===== src/cc20_pkg.sv =====
// Shared types, constants and block-function helpers for the ChaCha20 stream cipher.
package cc20_pkg;

  // Default number of double rounds in the block function.
  localparam int DOUBLE_ROUNDS_DEF = 10;

  // Depth of the queue between front and back; a power of two.
  localparam int Q_DEPTH = 4;
  localparam int Q_AW    = $clog2(Q_DEPTH);

  // Configuration register indexes (paddr[5:3]).
  localparam logic [2:0] REG_KEY0    = 3'd0;
  localparam logic [2:0] REG_KEY1    = 3'd1;
  localparam logic [2:0] REG_KEY2    = 3'd2;
  localparam logic [2:0] REG_KEY3    = 3'd3;
  localparam logic [2:0] REG_NONCE_L = 3'd4;
  localparam logic [2:0] REG_NONCE_H = 3'd5;
  localparam logic [2:0] REG_CTR     = 3'd6;

  // The four constant words of the initial state.
  localparam logic [31:0] SIGMA0 = 32'h61707865;
  localparam logic [31:0] SIGMA1 = 32'h3320646e;
  localparam logic [31:0] SIGMA2 = 32'h79622d32;
  localparam logic [31:0] SIGMA3 = 32'h6b206574;

  typedef logic [31:0]       word_t;
  typedef logic [15:0][31:0] block_t;
  typedef logic [3:0][63:0]  key_t;

  // One input beat as it waits in the queue.
  typedef struct packed {
    logic       restart;
    logic [7:0] data;
  } item_t;

  // Request from the back end to the block core.
  typedef struct packed {
    logic  start;
    word_t counter;
  } core_req_t;

  // Status from the block core.
  typedef struct packed {
    logic busy;
    logic done;
  } core_stat_t;

  // Four words touched by one quarter round.
  typedef struct packed {
    word_t a;
    word_t b;
    word_t c;
    word_t d;
  } qr_t;

  function automatic word_t rotl(input word_t v, input int n);
    rotl = (v << n) | (v >> (32 - n));
  endfunction

  // One half of a quarter round: the first half rotates by 16 and 12,
  // the second half by 8 and 7.
  function automatic qr_t half_qr(input word_t a, input word_t b, input word_t c,
                                  input word_t d, input logic second);
    word_t na;
    word_t nd;
    word_t nc;
    word_t nb;
    qr_t   r;
    na = a + b;
    nd = second ? rotl(d ^ na, 8) : rotl(d ^ na, 16);
    nc = c + nd;
    nb = second ? rotl(b ^ nc, 7) : rotl(b ^ nc, 12);
    r.a = na;
    r.b = nb;
    r.c = nc;
    r.d = nd;
    return r;
  endfunction

  // Initial state from constants, key, counter and nonce.
  function automatic block_t build_init(input key_t key, input logic [63:0] nonce_lo,
                                        input word_t nonce_hi, input word_t counter);
    block_t s;
    s[0] = SIGMA0;
    s[1] = SIGMA1;
    s[2] = SIGMA2;
    s[3] = SIGMA3;
    for (int i = 0; i < 4; i++) begin
      s[4 + 2 * i] = key[i][31:0];
      s[5 + 2 * i] = key[i][63:32];
    end
    s[12] = counter;
    s[13] = nonce_lo[31:0];
    s[14] = nonce_lo[63:32];
    s[15] = nonce_hi;
    return s;
  endfunction

endpackage


===== src/cc20_back.sv =====
// Back end: keystream position and block counter, block requests and the output register.
module cc20_back (
  input  logic                 clk,
  input  logic                 rst_n,
  input  logic                 q_valid,
  input  cc20_pkg::item_t      q_item,
  output logic                 q_pop,
  input  logic [31:0]          start_counter,
  output cc20_pkg::core_req_t  core_req,
  input  cc20_pkg::core_stat_t core_stat,
  input  cc20_pkg::block_t     ks_words,
  output logic                 out_valid,
  input  logic                 out_ready,
  output logic [7:0]           out_data
);
  import cc20_pkg::*;

  localparam logic B_WAIT = 1'b0;
  localparam logic B_GEN  = 1'b1;

  logic       state_r, state_nxt;
  word_t      ctr_r, ctr_nxt;
  logic [6:0] pos_r, pos_nxt;
  logic       handled_r, handled_nxt;
  logic       out_valid_r, out_valid_nxt;
  logic [7:0] out_data_r, out_data_nxt;
  logic       fresh_restart;
  logic       need_block;
  logic       out_free;
  word_t      ks_word;
  logic [7:0] ks_byte;

  // A restart flag counts once: handled_r marks that its block is made.
  assign fresh_restart = q_item.restart && !handled_r;
  assign need_block    = fresh_restart || pos_r[6];
  assign out_free      = !out_valid_r || out_ready;
  assign ks_word       = ks_words[pos_r[5:2]];
  assign ks_byte       = ks_word[{pos_r[1:0], 3'b000} +: 8];

  always_comb begin
    state_nxt        = state_r;
    ctr_nxt          = ctr_r;
    pos_nxt          = pos_r;
    handled_nxt      = handled_r;
    out_valid_nxt    = out_valid_r && !out_ready;
    out_data_nxt     = out_data_r;
    q_pop            = 1'b0;
    core_req.start   = 1'b0;
    core_req.counter = fresh_restart ? start_counter : ctr_r;
    case (state_r)
      B_WAIT: begin
        if (q_valid) begin
          if (need_block) begin
            core_req.start = 1'b1;
            ctr_nxt        = core_req.counter + 32'd1;
            state_nxt      = B_GEN;
          end else if (out_free) begin
            q_pop         = 1'b1;
            out_valid_nxt = 1'b1;
            out_data_nxt  = q_item.data ^ ks_byte;
            pos_nxt       = pos_r + 7'd1;
            handled_nxt   = 1'b0;
          end
        end
      end
      B_GEN: begin
        if (core_stat.done) begin
          pos_nxt     = '0;
          handled_nxt = 1'b1;
          state_nxt   = B_WAIT;
        end
      end
      default: state_nxt = B_WAIT;
    endcase
  end

  always_ff @(posedge clk) begin
    if (!rst_n) begin
      state_r     <= B_WAIT;
      ctr_r       <= '0;
      pos_r       <= 7'd64;
      handled_r   <= 1'b0;
      out_valid_r <= 1'b0;
    end else begin
      state_r     <= state_nxt;
      ctr_r       <= ctr_nxt;
      pos_r       <= pos_nxt;
      handled_r   <= handled_nxt;
      out_valid_r <= out_valid_nxt;
    end
  end

  always_ff @(posedge clk) begin
    out_data_r <= out_data_nxt;
  end

  assign out_valid = out_valid_r;
  assign out_data  = out_data_r;

endmodule


===== config.mk =====
export PLATFORM = sky130hd
export DESIGN_NAME = cc20_back
export DESIGN_NICKNAME = d
export VERILOG_FILES = /design/src/cc20_pkg.sv /design/src/cc20_back.sv
export SDC_FILE = /design/constraint.sdc
export NUM_CORES = 1
export LEC_CHECK = 0
export BUFFER_PORTS_ARGS = -buffer_cell sky130_fd_sc_hd__buf_4
export CAP_MARGIN = 25
export CORE_AREA = 2 2 234 236
export DETAILED_ROUTE_END_ITERATION = 10
export DIE_AREA = 0 0 236 238
export SETUP_SLACK_MARGIN = 0.5
export SYNTH_ARGS = -nofsm -noshare
export SYNTH_HDL_FRONTEND = slang
export SYNTH_SLANG_ARGS = --single-unit
export TNS_END_PERCENT = 1

===== constraint.sdc =====
create_clock -name clk -period 3 [get_ports clk]
set_input_delay 0.3 -clock clk [delete_from_list [all_inputs] [get_ports clk]]
set_output_delay 0.3 -clock clk [all_outputs]
set_load 0.05 [all_outputs]

==> run metrics <==
status=completed; Vert. Die Dim=238 µm; Reg2Reg Depth=6; Post-Route Skew=13.9 ps; root buffer cell=clkbuf_16; worst path arrival time=2630 ps; setup TNS=0 ps; placed insts=2,032; synth unique cells=67; Tcrit/Tclk final=0.856; Tot GR Track Use=0.187; largest net degree at the start of global routing=40; DRT antenna net count=0; Synth Warn #=0; commonest cells after routing, fill and taps aside=buf_4, nand2_1, mux4_2; Worst path top cell family by delay=compound AO/OA/AOI/OAI gates; Ports=602; CP Launch Type=flip-flop; max-slew violation count=0; largest family of logic cells by synthesized area=multiplexers; f_max=389 MHz; first-pass GRT wire length=73,800 µm; number of port buffers=600; fin crit period=2570 ps; Post-CTS Hold Buffers=0; Area contributors post-synth=mux4_2, mux2i_1, dfxtp_1, nand2_1, mux4_1; hpwl dp=47,600 µm; Hold Fails Final Rpt=0; Yosys top cell by area=mux4_2; antenna violations before repair=32; TritonCTS clock tree=built; Syn Inst Count=759; Critical Setup Path Class=reg -> reg; Cell Chain, Critical Path=buf_4 > mux2i_1 > o221ai_1 > a211oi_1 > o31ai_1 > xor2_1; core area=0.0535 mm²; initial core utilization=0.140; CP required=3060 ps; R2R Path End=out_data[7]; DR vias=9,491; standard-cell rows=85; GRT overflow=0; XOR/XNOR Fraction of Synth Area=0.0256; synthesized area per cell=9.90 µm²; number of global-route vias before repair=9,689; layout cells sized above 1=0.603; routed vias/inst=4.59; worst hold start=q_item[5]; mux contribution to synthesized area=0.454; Min-Delay Path Depth=2; VDD IR max=0.172 mV; Skew-Pair Late Insertion Delay=320 ps; Remaining DRCs=0; post-synthesis adder-cell area fraction=0.00333; most common library cell in the layout ignoring fill and taps=buf_4; DR WL/cell=26.7 µm; P&R area growth vs syn=80.2%; Hold Path End=out_data[5]; Num CTS Buffers=5; H-tree Lvls=2; Starting DRT DRC Count=738; Max Cap Violations=0; RR Startpoint=pos_r[3]; RSZ-0062 raised after global routing=true; area share of the largest cell type after synthesis=0.282; Post-synth EDFFs=8; Layout Nets=1,921; Mapped Nets=1,320; mapped cell area=0.00752 mm²; synthesized flop and latch total=50; Synth Flop Type=dfxtp_1; DR pass1 iterations=5; worst reg2reg setup slack=430 ps; Worst Max-Slew Pin Slew=648 ps; register area share after synthesis=0.144; Hold Crit Class=in -> reg; leakage power=5.54 nW; CTS Buffer Depth=2; Sink Count=50; asr flop ratio synth=0; die area=0.0562 mm²; Critical-path top delay cell=mux2i_1; Slew HR=0.556; CP Capture Type=flip-flop; GP Congestion=0.939; pwr dens=208 mW/mm²; Die X=236 µm; Post-Synth Simple-Gate Area=0.175; CTS clk-pin slew, worst paths=90 ps; Synth Area in Compound Gates=0.139; Fillers=5,748; setup violators final=0; Post-Route WL=55,300 µm; crit-path max FO=12; Final Non-Filler Cells=2,069; crit path buf inv count=1; critical path's largest stage delay=600 ps
-- where the power goes --
group          internal [mW]  switching, mW
registers              0.710         0.0278
clock network          0.402          0.330
logic                  0.738          0.608
-- kinds of logic after synthesis --
logic type	count (synthesis)
AOI/OAI and AO/OA	146
buffers and inverters	82
DFF	50
muxes	202
and+or+nand+nor	255
adders and majority gates	2
xor gates and xnor gates	22
-- layer usage --
metal / vias to the layer above / share of wire / global-route usage
li1: 4271 / - / -
met1: 4652 / 0.41 / 0.236
met2: 508 / 0.49 / 0.317
met3: 48 / 0.076 / 0.0413
met4: 12 / 0.020 / 0.0579
met5: - / 0.0014 / 0
-- through the flow --
step                power (mW)  setup slack, ps   util  instance area, µm²  hold slack (ps)
floorplan                 1.28              245      -                7520              429
global placement          2.07             89.5  0.242               13000              443
detailed placement        2.08             91.6  0.242               13000              450
CTS                       2.84              424  0.251               13400              261
global route              2.95              363  0.253               13500              271
finish                    2.82              431  0.253               13500              278
-- synthesized netlist by cell type (3+ instances only) --
| master | count |
|---|---|
| nor4_1 | 6 |
| o21ai_0 | 14 |
| a211oi_1 | 12 |
| and4b_1 | 3 |
| mux2i_1 | 91 |
| and4_1 | 8 |
| a2111oi_0 | 3 |
| xnor2_1 | 15 |
| nor2_1 | 26 |
| edfxtp_1 | 8 |
| inv_1 | 12 |
| a31oi_1 | 14 |
| o31ai_1 | 17 |
| o221ai_1 | 19 |
| and3_1 | 9 |
| nand4_1 | 6 |
| dfxtp_1 | 42 |
| a22oi_1 | 6 |
| a21oi_1 | 25 |
| mux4_1 | 11 |
| a221oi_1 | 9 |
| buf_6 | 8 |
| nor3_1 | 6 |
| nand2_1 | 115 |
| clkbuf_1 | 28 |
| a22o_1 | 4 |
| nand3_1 | 32 |
| and2_1 | 9 |
| o21ai_1 | 3 |
| nand2b_1 | 6 |
| o22ai_1 | 8 |
| xor2_1 | 7 |
| buf_2 | 20 |
| buf_4 | 9 |
| nor4_2 | 3 |
| mux4_2 | 94 |
| nor2b_1 | 6 |
| nand3b_1 | 7 |
-- worst register-to-register path: cells and delay by family (launching register included) --
kind | cells | cell delay (ps)
compound gates | 3 | 740
xor+xnor | 1 | 160
buf+inv | 1 | 300
flops | 1 | 510
mux | 1 | 600
-- flip-flops by register name (all words and copies together), names as in the netlist --
| register | cells |
|---|---|
| pos_r | 7 |
| handled_r | 1 |
| state_r | 1 |
| out_data | 8 |
| ctr_r | 32 |
| out_valid | 1 |
-- worst max path at each step --
stage,from,to,cells past startpoint
floorplan,handled_r,ctr_r[26],11
global route,pos_r[3],out_data[7],6
global placement,pos_r[2],out_data[0],8
finish,pos_r[3],out_data[7],6
detailed placement,pos_r[2],out_data[0],7
CTS,pos_r[2],out_data[2],7
-- what timing repair did --
action,4_1_cts,5_1_grt
endpoints found under the setup margin,24,31
pin swaps,3,3
gates resized for setup,27,14
gates cloned,1,1
setup buffers,15,0
-- cell type report --
type,count,area [µm²],share of cell area
clock inverter,3,47.5,0.00351
antenna,12,30.0,0.00222
clock buffer,5,125,0.00924
tap,696,871,0.0643
inverter,14,52.6,0.00388
timing repair buffer,662,5160,0.381
multi-input combinational,627,6160,0.455
sequential,50,1100,0.0809
Note: power is estimated with default switching activity, not from simulation.
