$ cat src/cc20_pkg.sv
// Shared types, constants and block-function helpers for the ChaCha20 stream cipher.
package cc20_pkg;

  // Default number of double rounds in the block function.
  localparam int DOUBLE_ROUNDS_DEF = 10;

  // Depth of the queue between front and back; a power of two.
  localparam int Q_DEPTH = 4;
  localparam int Q_AW    = $clog2(Q_DEPTH);

  // Configuration register indexes (paddr[5:3]).
  localparam logic [2:0] REG_KEY0    = 3'd0;
  localparam logic [2:0] REG_KEY1    = 3'd1;
  localparam logic [2:0] REG_KEY2    = 3'd2;
  localparam logic [2:0] REG_KEY3    = 3'd3;
  localparam logic [2:0] REG_NONCE_L = 3'd4;
  localparam logic [2:0] REG_NONCE_H = 3'd5;
  localparam logic [2:0] REG_CTR     = 3'd6;

  // The four constant words of the initial state.
  localparam logic [31:0] SIGMA0 = 32'h61707865;
  localparam logic [31:0] SIGMA1 = 32'h3320646e;
  localparam logic [31:0] SIGMA2 = 32'h79622d32;
  localparam logic [31:0] SIGMA3 = 32'h6b206574;

  typedef logic [31:0]       word_t;
  typedef logic [15:0][31:0] block_t;
  typedef logic [3:0][63:0]  key_t;

  // One input beat as it waits in the queue.
  typedef struct packed {
    logic       restart;
    logic [7:0] data;
  } item_t;

  // Request from the back end to the block core.
  typedef struct packed {
    logic  start;
    word_t counter;
  } core_req_t;

  // Status from the block core.
  typedef struct packed {
    logic busy;
    logic done;
  } core_stat_t;

  // Four words touched by one quarter round.
  typedef struct packed {
    word_t a;
    word_t b;
    word_t c;
    word_t d;
  } qr_t;

  function automatic word_t rotl(input word_t v, input int n);
    rotl = (v << n) | (v >> (32 - n));
  endfunction

  // One half of a quarter round: the first half rotates by 16 and 12,
  // the second half by 8 and 7.
  function automatic qr_t half_qr(input word_t a, input word_t b, input word_t c,
                                  input word_t d, input logic second);
    word_t na;
    word_t nd;
    word_t nc;
    word_t nb;
    qr_t   r;
    na = a + b;
    nd = second ? rotl(d ^ na, 8) : rotl(d ^ na, 16);
    nc = c + nd;
    nb = second ? rotl(b ^ nc, 7) : rotl(b ^ nc, 12);
    r.a = na;
    r.b = nb;
    r.c = nc;
    r.d = nd;
    return r;
  endfunction

  // Initial state from constants, key, counter and nonce.
  function automatic block_t build_init(input key_t key, input logic [63:0] nonce_lo,
                                        input word_t nonce_hi, input word_t counter);
    block_t s;
    s[0] = SIGMA0;
    s[1] = SIGMA1;
    s[2] = SIGMA2;
    s[3] = SIGMA3;
    for (int i = 0; i < 4; i++) begin
      s[4 + 2 * i] = key[i][31:0];
      s[5 + 2 * i] = key[i][63:32];
    end
    s[12] = counter;
    s[13] = nonce_lo[31:0];
    s[14] = nonce_lo[63:32];
    s[15] = nonce_hi;
    return s;
  endfunction

endpackage

$ cat src/cc20_queue.sv
// Front end: accepts input beats and queues them with their restart flag.
module cc20_queue (
  input  logic           clk,
  input  logic           rst_n,
  input  logic           in_valid,
  output logic           in_ready,
  input  cc20_pkg::item_t in_item,
  output logic           q_valid,
  output cc20_pkg::item_t q_item,
  input  logic           q_pop
);
  import cc20_pkg::*;

  item_t           mem_r [Q_DEPTH];
  logic [Q_AW-1:0] wr_ptr_r;
  logic [Q_AW-1:0] rd_ptr_r;
  logic [Q_AW:0]   cnt_r;
  logic            push;

  assign in_ready = (cnt_r != (Q_AW+1)'(Q_DEPTH));
  assign push     = in_valid && in_ready;
  assign q_valid  = (cnt_r != '0);
  assign q_item   = mem_r[rd_ptr_r];

  // Storage; pointers wrap naturally because the depth is a power of two.
  always_ff @(posedge clk) begin
    if (push) begin
      mem_r[wr_ptr_r] <= in_item;
    end
  end

  // Pointers and fill count.
  always_ff @(posedge clk) begin
    if (!rst_n) begin
      wr_ptr_r <= '0;
      rd_ptr_r <= '0;
      cnt_r    <= '0;
    end else begin
      if (push) begin
        wr_ptr_r <= wr_ptr_r + 1'b1;
      end
      if (q_pop) begin
        rd_ptr_r <= rd_ptr_r + 1'b1;
      end
      case ({push, q_pop})
        2'b10:   cnt_r <= cnt_r + 1'b1;
        2'b01:   cnt_r <= cnt_r - 1'b1;
        default: cnt_r <= cnt_r;
      endcase
    end
  end

endmodule

$ cat config.mk
export PLATFORM = sky130hd
export DESIGN_NAME = cc20_queue
export DESIGN_NICKNAME = d
export VERILOG_FILES = /design/src/cc20_pkg.sv /design/src/cc20_queue.sv
export SDC_FILE = /design/constraint.sdc
export NUM_CORES = 1
export LEC_CHECK = 0
export BUFFER_PORTS_ARGS = -buffer_cell sky130_fd_sc_hd__buf_2
export CELL_PAD_IN_SITES_DETAIL_PLACEMENT = 1
export CELL_PAD_IN_SITES_GLOBAL_PLACEMENT = 1
export CORE_MARGIN = 5
export CORE_UTILIZATION = 31
export CTS_CLUSTER_DIAMETER = 80
export DETAILED_ROUTE_END_ITERATION = 6
export PLACE_DENSITY_LB_ADDON = 0.1
export SLEW_MARGIN = 20
export SYNTH_ARGS = -nofsm -noshare
export SYNTH_HDL_FRONTEND = slang
export SYNTH_SLANG_ARGS = --single-unit
export TNS_END_PERCENT = 5
$ cat constraint.sdc
create_clock -name clk -period 2.54 [get_ports clk]
set_input_delay 0.762 -clock clk [delete_from_list [all_inputs] [get_ports clk]]
set_output_delay 0.762 -clock clk [all_outputs]
set_load 0.005 [all_outputs]
==> impl_metrics.toml, run 1 <==
[outcome]
status = "complete, no violations"

[clock_tree]
cts_sinks = 45
numCtsBuffers = 5
cts_tree = "done"
cts_root_buf = "clkbuf_8"
htreeDepth = 2
clkLatencyLatePin_ns = 0.29
clock_path_buffers = 2
clk_pin_slew_ns = 0.08

[global_routing]
grt_antenna_before_repair = 0
grt_pass1_wl_mm = 4.80
grt_max_degree = 16
grtUsageTotal = 0.0904
grt-ovfl-total = 0
grt_pass1_vias = 983

[drt]
drtPass1Iterations = 3
viasPerCell = 4.35
totalWireLength_mm = 2.99
drt-wirelength-per-cell_um = 15.0
drc_errors = 0
drt_iter0_markers = 65
via_count = 866
antenna_left = 0

[sta]
fin_crit_ns = 2.32
hold_viol = 0
timing.hold.ws_ns = 0.514
fin_crit_sh = 0.912
setup_viol = 0
relSlewSlack = 0.654
clock_skew_ns = 0.00914
rsz0062_at_grt = "no"
fin_setup_tns_ns = 0
max_freq_mhz = 432
slew_viol_final = 0
worst_pin_slew_ns = 0.519

[yosys]
syn_inst = 98
synth.avg_cell_area_um2 = 18.1
synth-seq-cells = 45
yosysTopAreaCell = "edfxtp_1"
ys_top_cells_by_area = "edfxtp_1, mux4_2, dfxtp_1"
synth_common_cells = "edfxtp_1, and2_1, dfxtp_1, mux4_2, nand2_1"
ys_seq_area_frac = 0.712
synth_edf_count = 36
syn_area_um2 = 1770
synth_flop_cell = "edfxtp_1"
post-synth-top-count-cell = "edfxtp_1"
ys_types = 19
synth_nets = 117
yosysWarningCount = 0
yosysTopAreaCellShare = 0.610
ys_async_sr_fraction = 0

[die]
core_area_um2 = 5540
dieArea_um2 = 7330
row_count = 27
die_h_um = 85.6
io_pins = 24
initial_utilization = 0.320
fp.dieW_um = 85.6

[placed_design]
hpwl_mm = 2.15
place_area_um2 = 1960
place.port_buffers = 23
gp_congestion = 0.640

[final_layout]
postLayoutCoreUtil = 0.376
final_cell_area_um2 = 2080
syn_to_final_growth_pct = 17.4
drive_gt1_frac = 0.339
diodes = 0
num-nets-final = 145

[setup_path]
cp.required_ns = 1.78
criticalPathCategory = "reg2out"
endpoint_kind = "output pin"
crit_arrival_ns = 1.56
rrSetupSlack_ns = 0.51
critPathLaunchType = "flip-flop"
crit_fanout = 6

[pwr]
power_switching_w = 0.000373
power_frac_seq = 0.545
peakVddDrop_mv = 0.255
leakage_nw = 0.736
comb_power_share = 0.133
p_int_w = 0.00127
p_clk_frac = 0.322
p_sw_frac = 0.228
power_density_nw_per_um2 = 787

[job]
drv_cap = 0

[min_path]
min_path_type = "reg2reg"
## final timing paths
kind	startpoint	endpoint	depth (start not counted)
worst max-delay path	flip-flop	q_item[3]	3
worst min register to register	wr_ptr_r[1]	wr_ptr_r[1]	2
worst max register to register	cnt_r[1]	cnt_r[2]	9
worst min-delay path	wr_ptr_r[1]	wr_ptr_r[1]	2
## what timing repair did
action / in CTS / in global routing
resized for setup: 0 / 1
endpoints found under the setup margin: 0 / 6
buffers inserted: 0 / 0
hold buffers: 0 / 0
## registers in the layout (all words and copies together) (netlist names), named ones only
signal	cells
mem_r	36
wr_ptr_r	2
rd_ptr_r	2
cnt_r	3
## worst max-delay path, stage by stage, from the launching register on
cell and delay (ns):
dfxtp_2 0.41, buf_4 0.21, mux4_2 0.51, buf_2 0.14
## metrics by stage
| stage | setup slack, ns | total power (W) | std cells |
|---|---|---|---|
| 6_report | 0.223 | 0.00164 | 199 |
| 5_1_grt | 0.106 | 0.00174 | 199 |
| 4_1_cts | 0.0418 | 0.00167 | 199 |
| 3_5_place_dp | 0.0886 | 0.00114 | 191 |
| 3_3_place_gp | 0.178 | 0.00113 | 191 |
| 2_1_floorplan | 0.317 | 0.00105 | 98 |
## power by group through the flow
stage	registers, W	clock network (W)	logic [W]
floorplan	0.000895	0	0.000151
global placement	0.000910	0	0.000221
detailed placement	0.000913	0	0.000226
CTS	0.000895	0.000549	0.000227
global route	0.000902	0.000588	0.000251
finish	0.000893	0.000528	0.000217
## routing by layer
metal	track usage	routed length, um	vias up
met2	0.155	1620	17
met3	0.0327	119	4
li1	-	-	414
met4	0.0388	36	0
met5	0	0	-
met1	0.101	1220	431
## cell usage in the layout, fill, tap and decap left out
cell type / netlist / layout
edfxtp_1: 36 / 36
buf_2: 0 / 23
mux4_2: 9 / 9
and2_1: 9 / 9
dfxtp_1: 9 / 8
nand2_1: 7 / 7
inv_1: 6 / 6
ha_1: 5 / 5
clkbuf_8: 0 / 5
or3_1: 2 / 2
xnor2_1: 2 / 2
mux2i_1: 2 / 2
xor2_1: 2 / 2
o21ai_0: 2 / 2
nor2_1: 1 / 1
a21boi_2: 1 / 1
a21boi_1: 1 / 1
fa_1: 1 / 1
dfxtp_2: 0 / 1
clkinv_4: 0 / 1
bufinv_16: 0 / 1
clkinvlp_4: 0 / 1
buf_4: 0 / 1
## layout make-up
| cell class | instances | area, um^2 |
|---|---|---|
| clock inverters | 3 | 46.3 |
| inverters | 6 | 22.5 |
| multi-input cells | 44 | 468 |
| fillers | 576 | 3460 |
| well taps | 72 | 90.1 |
| repair buffers | 24 | 123 |
| flip-flops and latches | 45 | 1260 |
| clock buffers | 5 | 68.8 |
## logic make-up after synthesis
family | after synthesis | share of synthesized area
buffers and inverters | 9 | 0.0240
adder cells (fa/ha/maj) | 6 | 0.0466
XOR/XNOR | 4 | 0.0198
flip-flops | 45 | 0.712
AND/OR/NAND/NOR | 19 | 0.0558
AO/OA/AOI/OAI | 4 | 0.0162
multiplexers | 11 | 0.126
Power figures use the tool's default switching activity.
==> run 2, diff against run 1 <==
Clock period 2.54 ns to 2.95 ns, I/O delays scaled along.
==> run 2 against run 1 <==
  * Count of clock-buffer cells in the layout up 2
  * Critical path depth unchanged
  * Critical path type unchanged
  * Clock skew down 0.0029 ns
  * Largest cell class unchanged
  * First-iteration DRC count down 48%
  * Hold slack better by 0.0054 ns
  * Cell count unchanged
  * Setup slack better by 0.36 ns
  * Routed wire length up 1.8%
==> impl_metrics.toml, run 2 (synthesized netlist as in run 1, its figures left out) <==
[sta]
fin_crit_ns = 2.37
rsz0062_at_grt = "no"
fin_crit_sh = 0.804
relSlewSlack = 0.651
max_freq_mhz = 422
fin_setup_tns_ns = 0
clock_skew_ns = 0.00620
setup_viol = 0
hold_viol = 0
finalWorstSetupSlack_ns = 0.579
worst_pin_slew_ns = 0.524
slew_viol_final = 0

[clock_tree]
clk_pin_slew_ns = 0.07
cts_setup_buffers = 0
postCtsHoldBufs = 0
htreeDepth = 2
cts_root_buf = "clkbuf_8"
post_cts_resized = 0
numCtsBuffers = 5
clkLatencyLatePin_ns = 0.28
cts_sinks = 45
clock_path_buffers = 2
cts_tree = "done"

[final_layout]
num-nets-final = 145
final_cells = 199
top_register = "mem_r"
final_cell_area_um2 = 2040
final_common_cell = "edfxtp_1"
largest_register_ffs = 36
drive_gt1_frac = 0.307
postLayoutCoreUtil = 0.369
reg_top3 = "mem_r: 36 flops, cnt_r: 3 flops"
diodes = 0
syn_to_final_growth_pct = 15.4
final_cell_mix = "edfxtp_1, buf_2, mux4_2, and2_1, dfxtp_1"

[placed_design]
place.port_buffers = 23
dp.cells = 191
hpwl_mm = 2.16
gp_congestion = 0.653
place_ws_ns = 0.414
place_area_um2 = 1960

[die]
row_count = 27
core_area_um2 = 5540
dieArea_um2 = 7330
fp.dieW_um = 85.6
io_pins = 24
die_h_um = 85.6
initial_utilization = 0.320

[pwr]
leakage_nw = 0.721
peakVddDrop_mv = 0.170
power_density_nw_per_um2 = 636

[drt]
drc_errors = 0
drt-wirelength-per-cell_um = 15.3
via_count = 875
viasPerCell = 4.40
totalWireLength_mm = 3.05
drtPass1Iterations = 4
antenna_left = 0
drt_iter0_markers = 34

[global_routing]
grt_max_degree = 14
grt_pass1_wl_mm = 4.91
grt_util_met1 = 0.0937
met3_usage = 0.0250
grt-ovfl-total = 0
grt_pass1_vias = 1023
grt_antenna_before_repair = 0
grtUsageTotal = 0.0907
use_met2 = 0.170
top_usage_layer = "met2"

[setup_path]
endpoint_kind = "output pin"
critPathLaunchType = "flip-flop"
crit_fanout = 9
critPathSlowestCell = "mux4_2"
crit_chain = "buf_4, mux4_2, buf_2"
criticalPathCategory = "reg2out"
crit_arrival_ns = 1.49
max_stage_delay_ns = 0.53
cp.required_ns = 2.07

[outcome]
status = "complete, no violations"

[job]
drv_cap = 0

[min_path]
min_path_type = "reg2reg"
## run 2: cell types whose count changed in the layout (fill, tap and decap cells not counted)
cell / change
clkinvlp_4: -1
clkbuf_1: +2
clkinv_4: -1
dfxtp_1: +1
bufinv_16: -1
dfxtp_2: -1
clkinv_1: +1
## run 2: path summary, 6_finish.rpt
path	to	start	slack (ns)	cells past startpoint
max	q_item[3]	flip-flop	0.58	3
min	wr_ptr_r[1]	wr_ptr_r[1]	0.52	2
max reg2reg	cnt_r[2]	cnt_r[1]	0.95	9
min reg2reg	wr_ptr_r[1]	wr_ptr_r[1]	0.52	2
## run 2: stage by stage
| stage | total power [W] | hold WS [ns] |
|---|---|---|
| final | 0.00130 | 0.519 |
| after global routing | 0.00139 | 0.565 |
| after CTS | 0.00133 | 0.531 |
| after detailed placement | 0.000982 | 0.519 |
| after global placement | 0.000974 | 0.504 |
| after floorplan | 0.000901 | 0.468 |
## run 2: metal layers
layer	part of all wire	up-vias
li1	-	414
met1	0.39	440
met2	0.56	17
met3	0.042	4
met4	0.012	0
met5	0	-
## run 2: report_power, final
part           switching [W]  total [W]  internal [W]
registers          0.0000261   0.000767      0.000741
logic              0.0000957   0.000191     0.0000955
clock network       0.000177   0.000341      0.000165
total               0.000299    0.00130       0.00100
## run 2: cell type report
| cell class | instances | area (um^2) |
|---|---|---|
| multi-input cells | 44 | 468 |
| fillers | 595 | 3500 |
| inverters | 6 | 22.5 |
| repair buffers | 24 | 123 |
| clock inverters | 1 | 3.75 |
| flip-flops and latches | 45 | 1260 |
| well taps | 72 | 90.1 |
| clock buffers | 7 | 76.3 |
## run 2: worst max-delay path: cells and delay by family (launching register included)
kind                   cells  cell delay [ns]
buffers and inverters      2             0.36
DFF                        1             0.31
muxes                      1             0.53
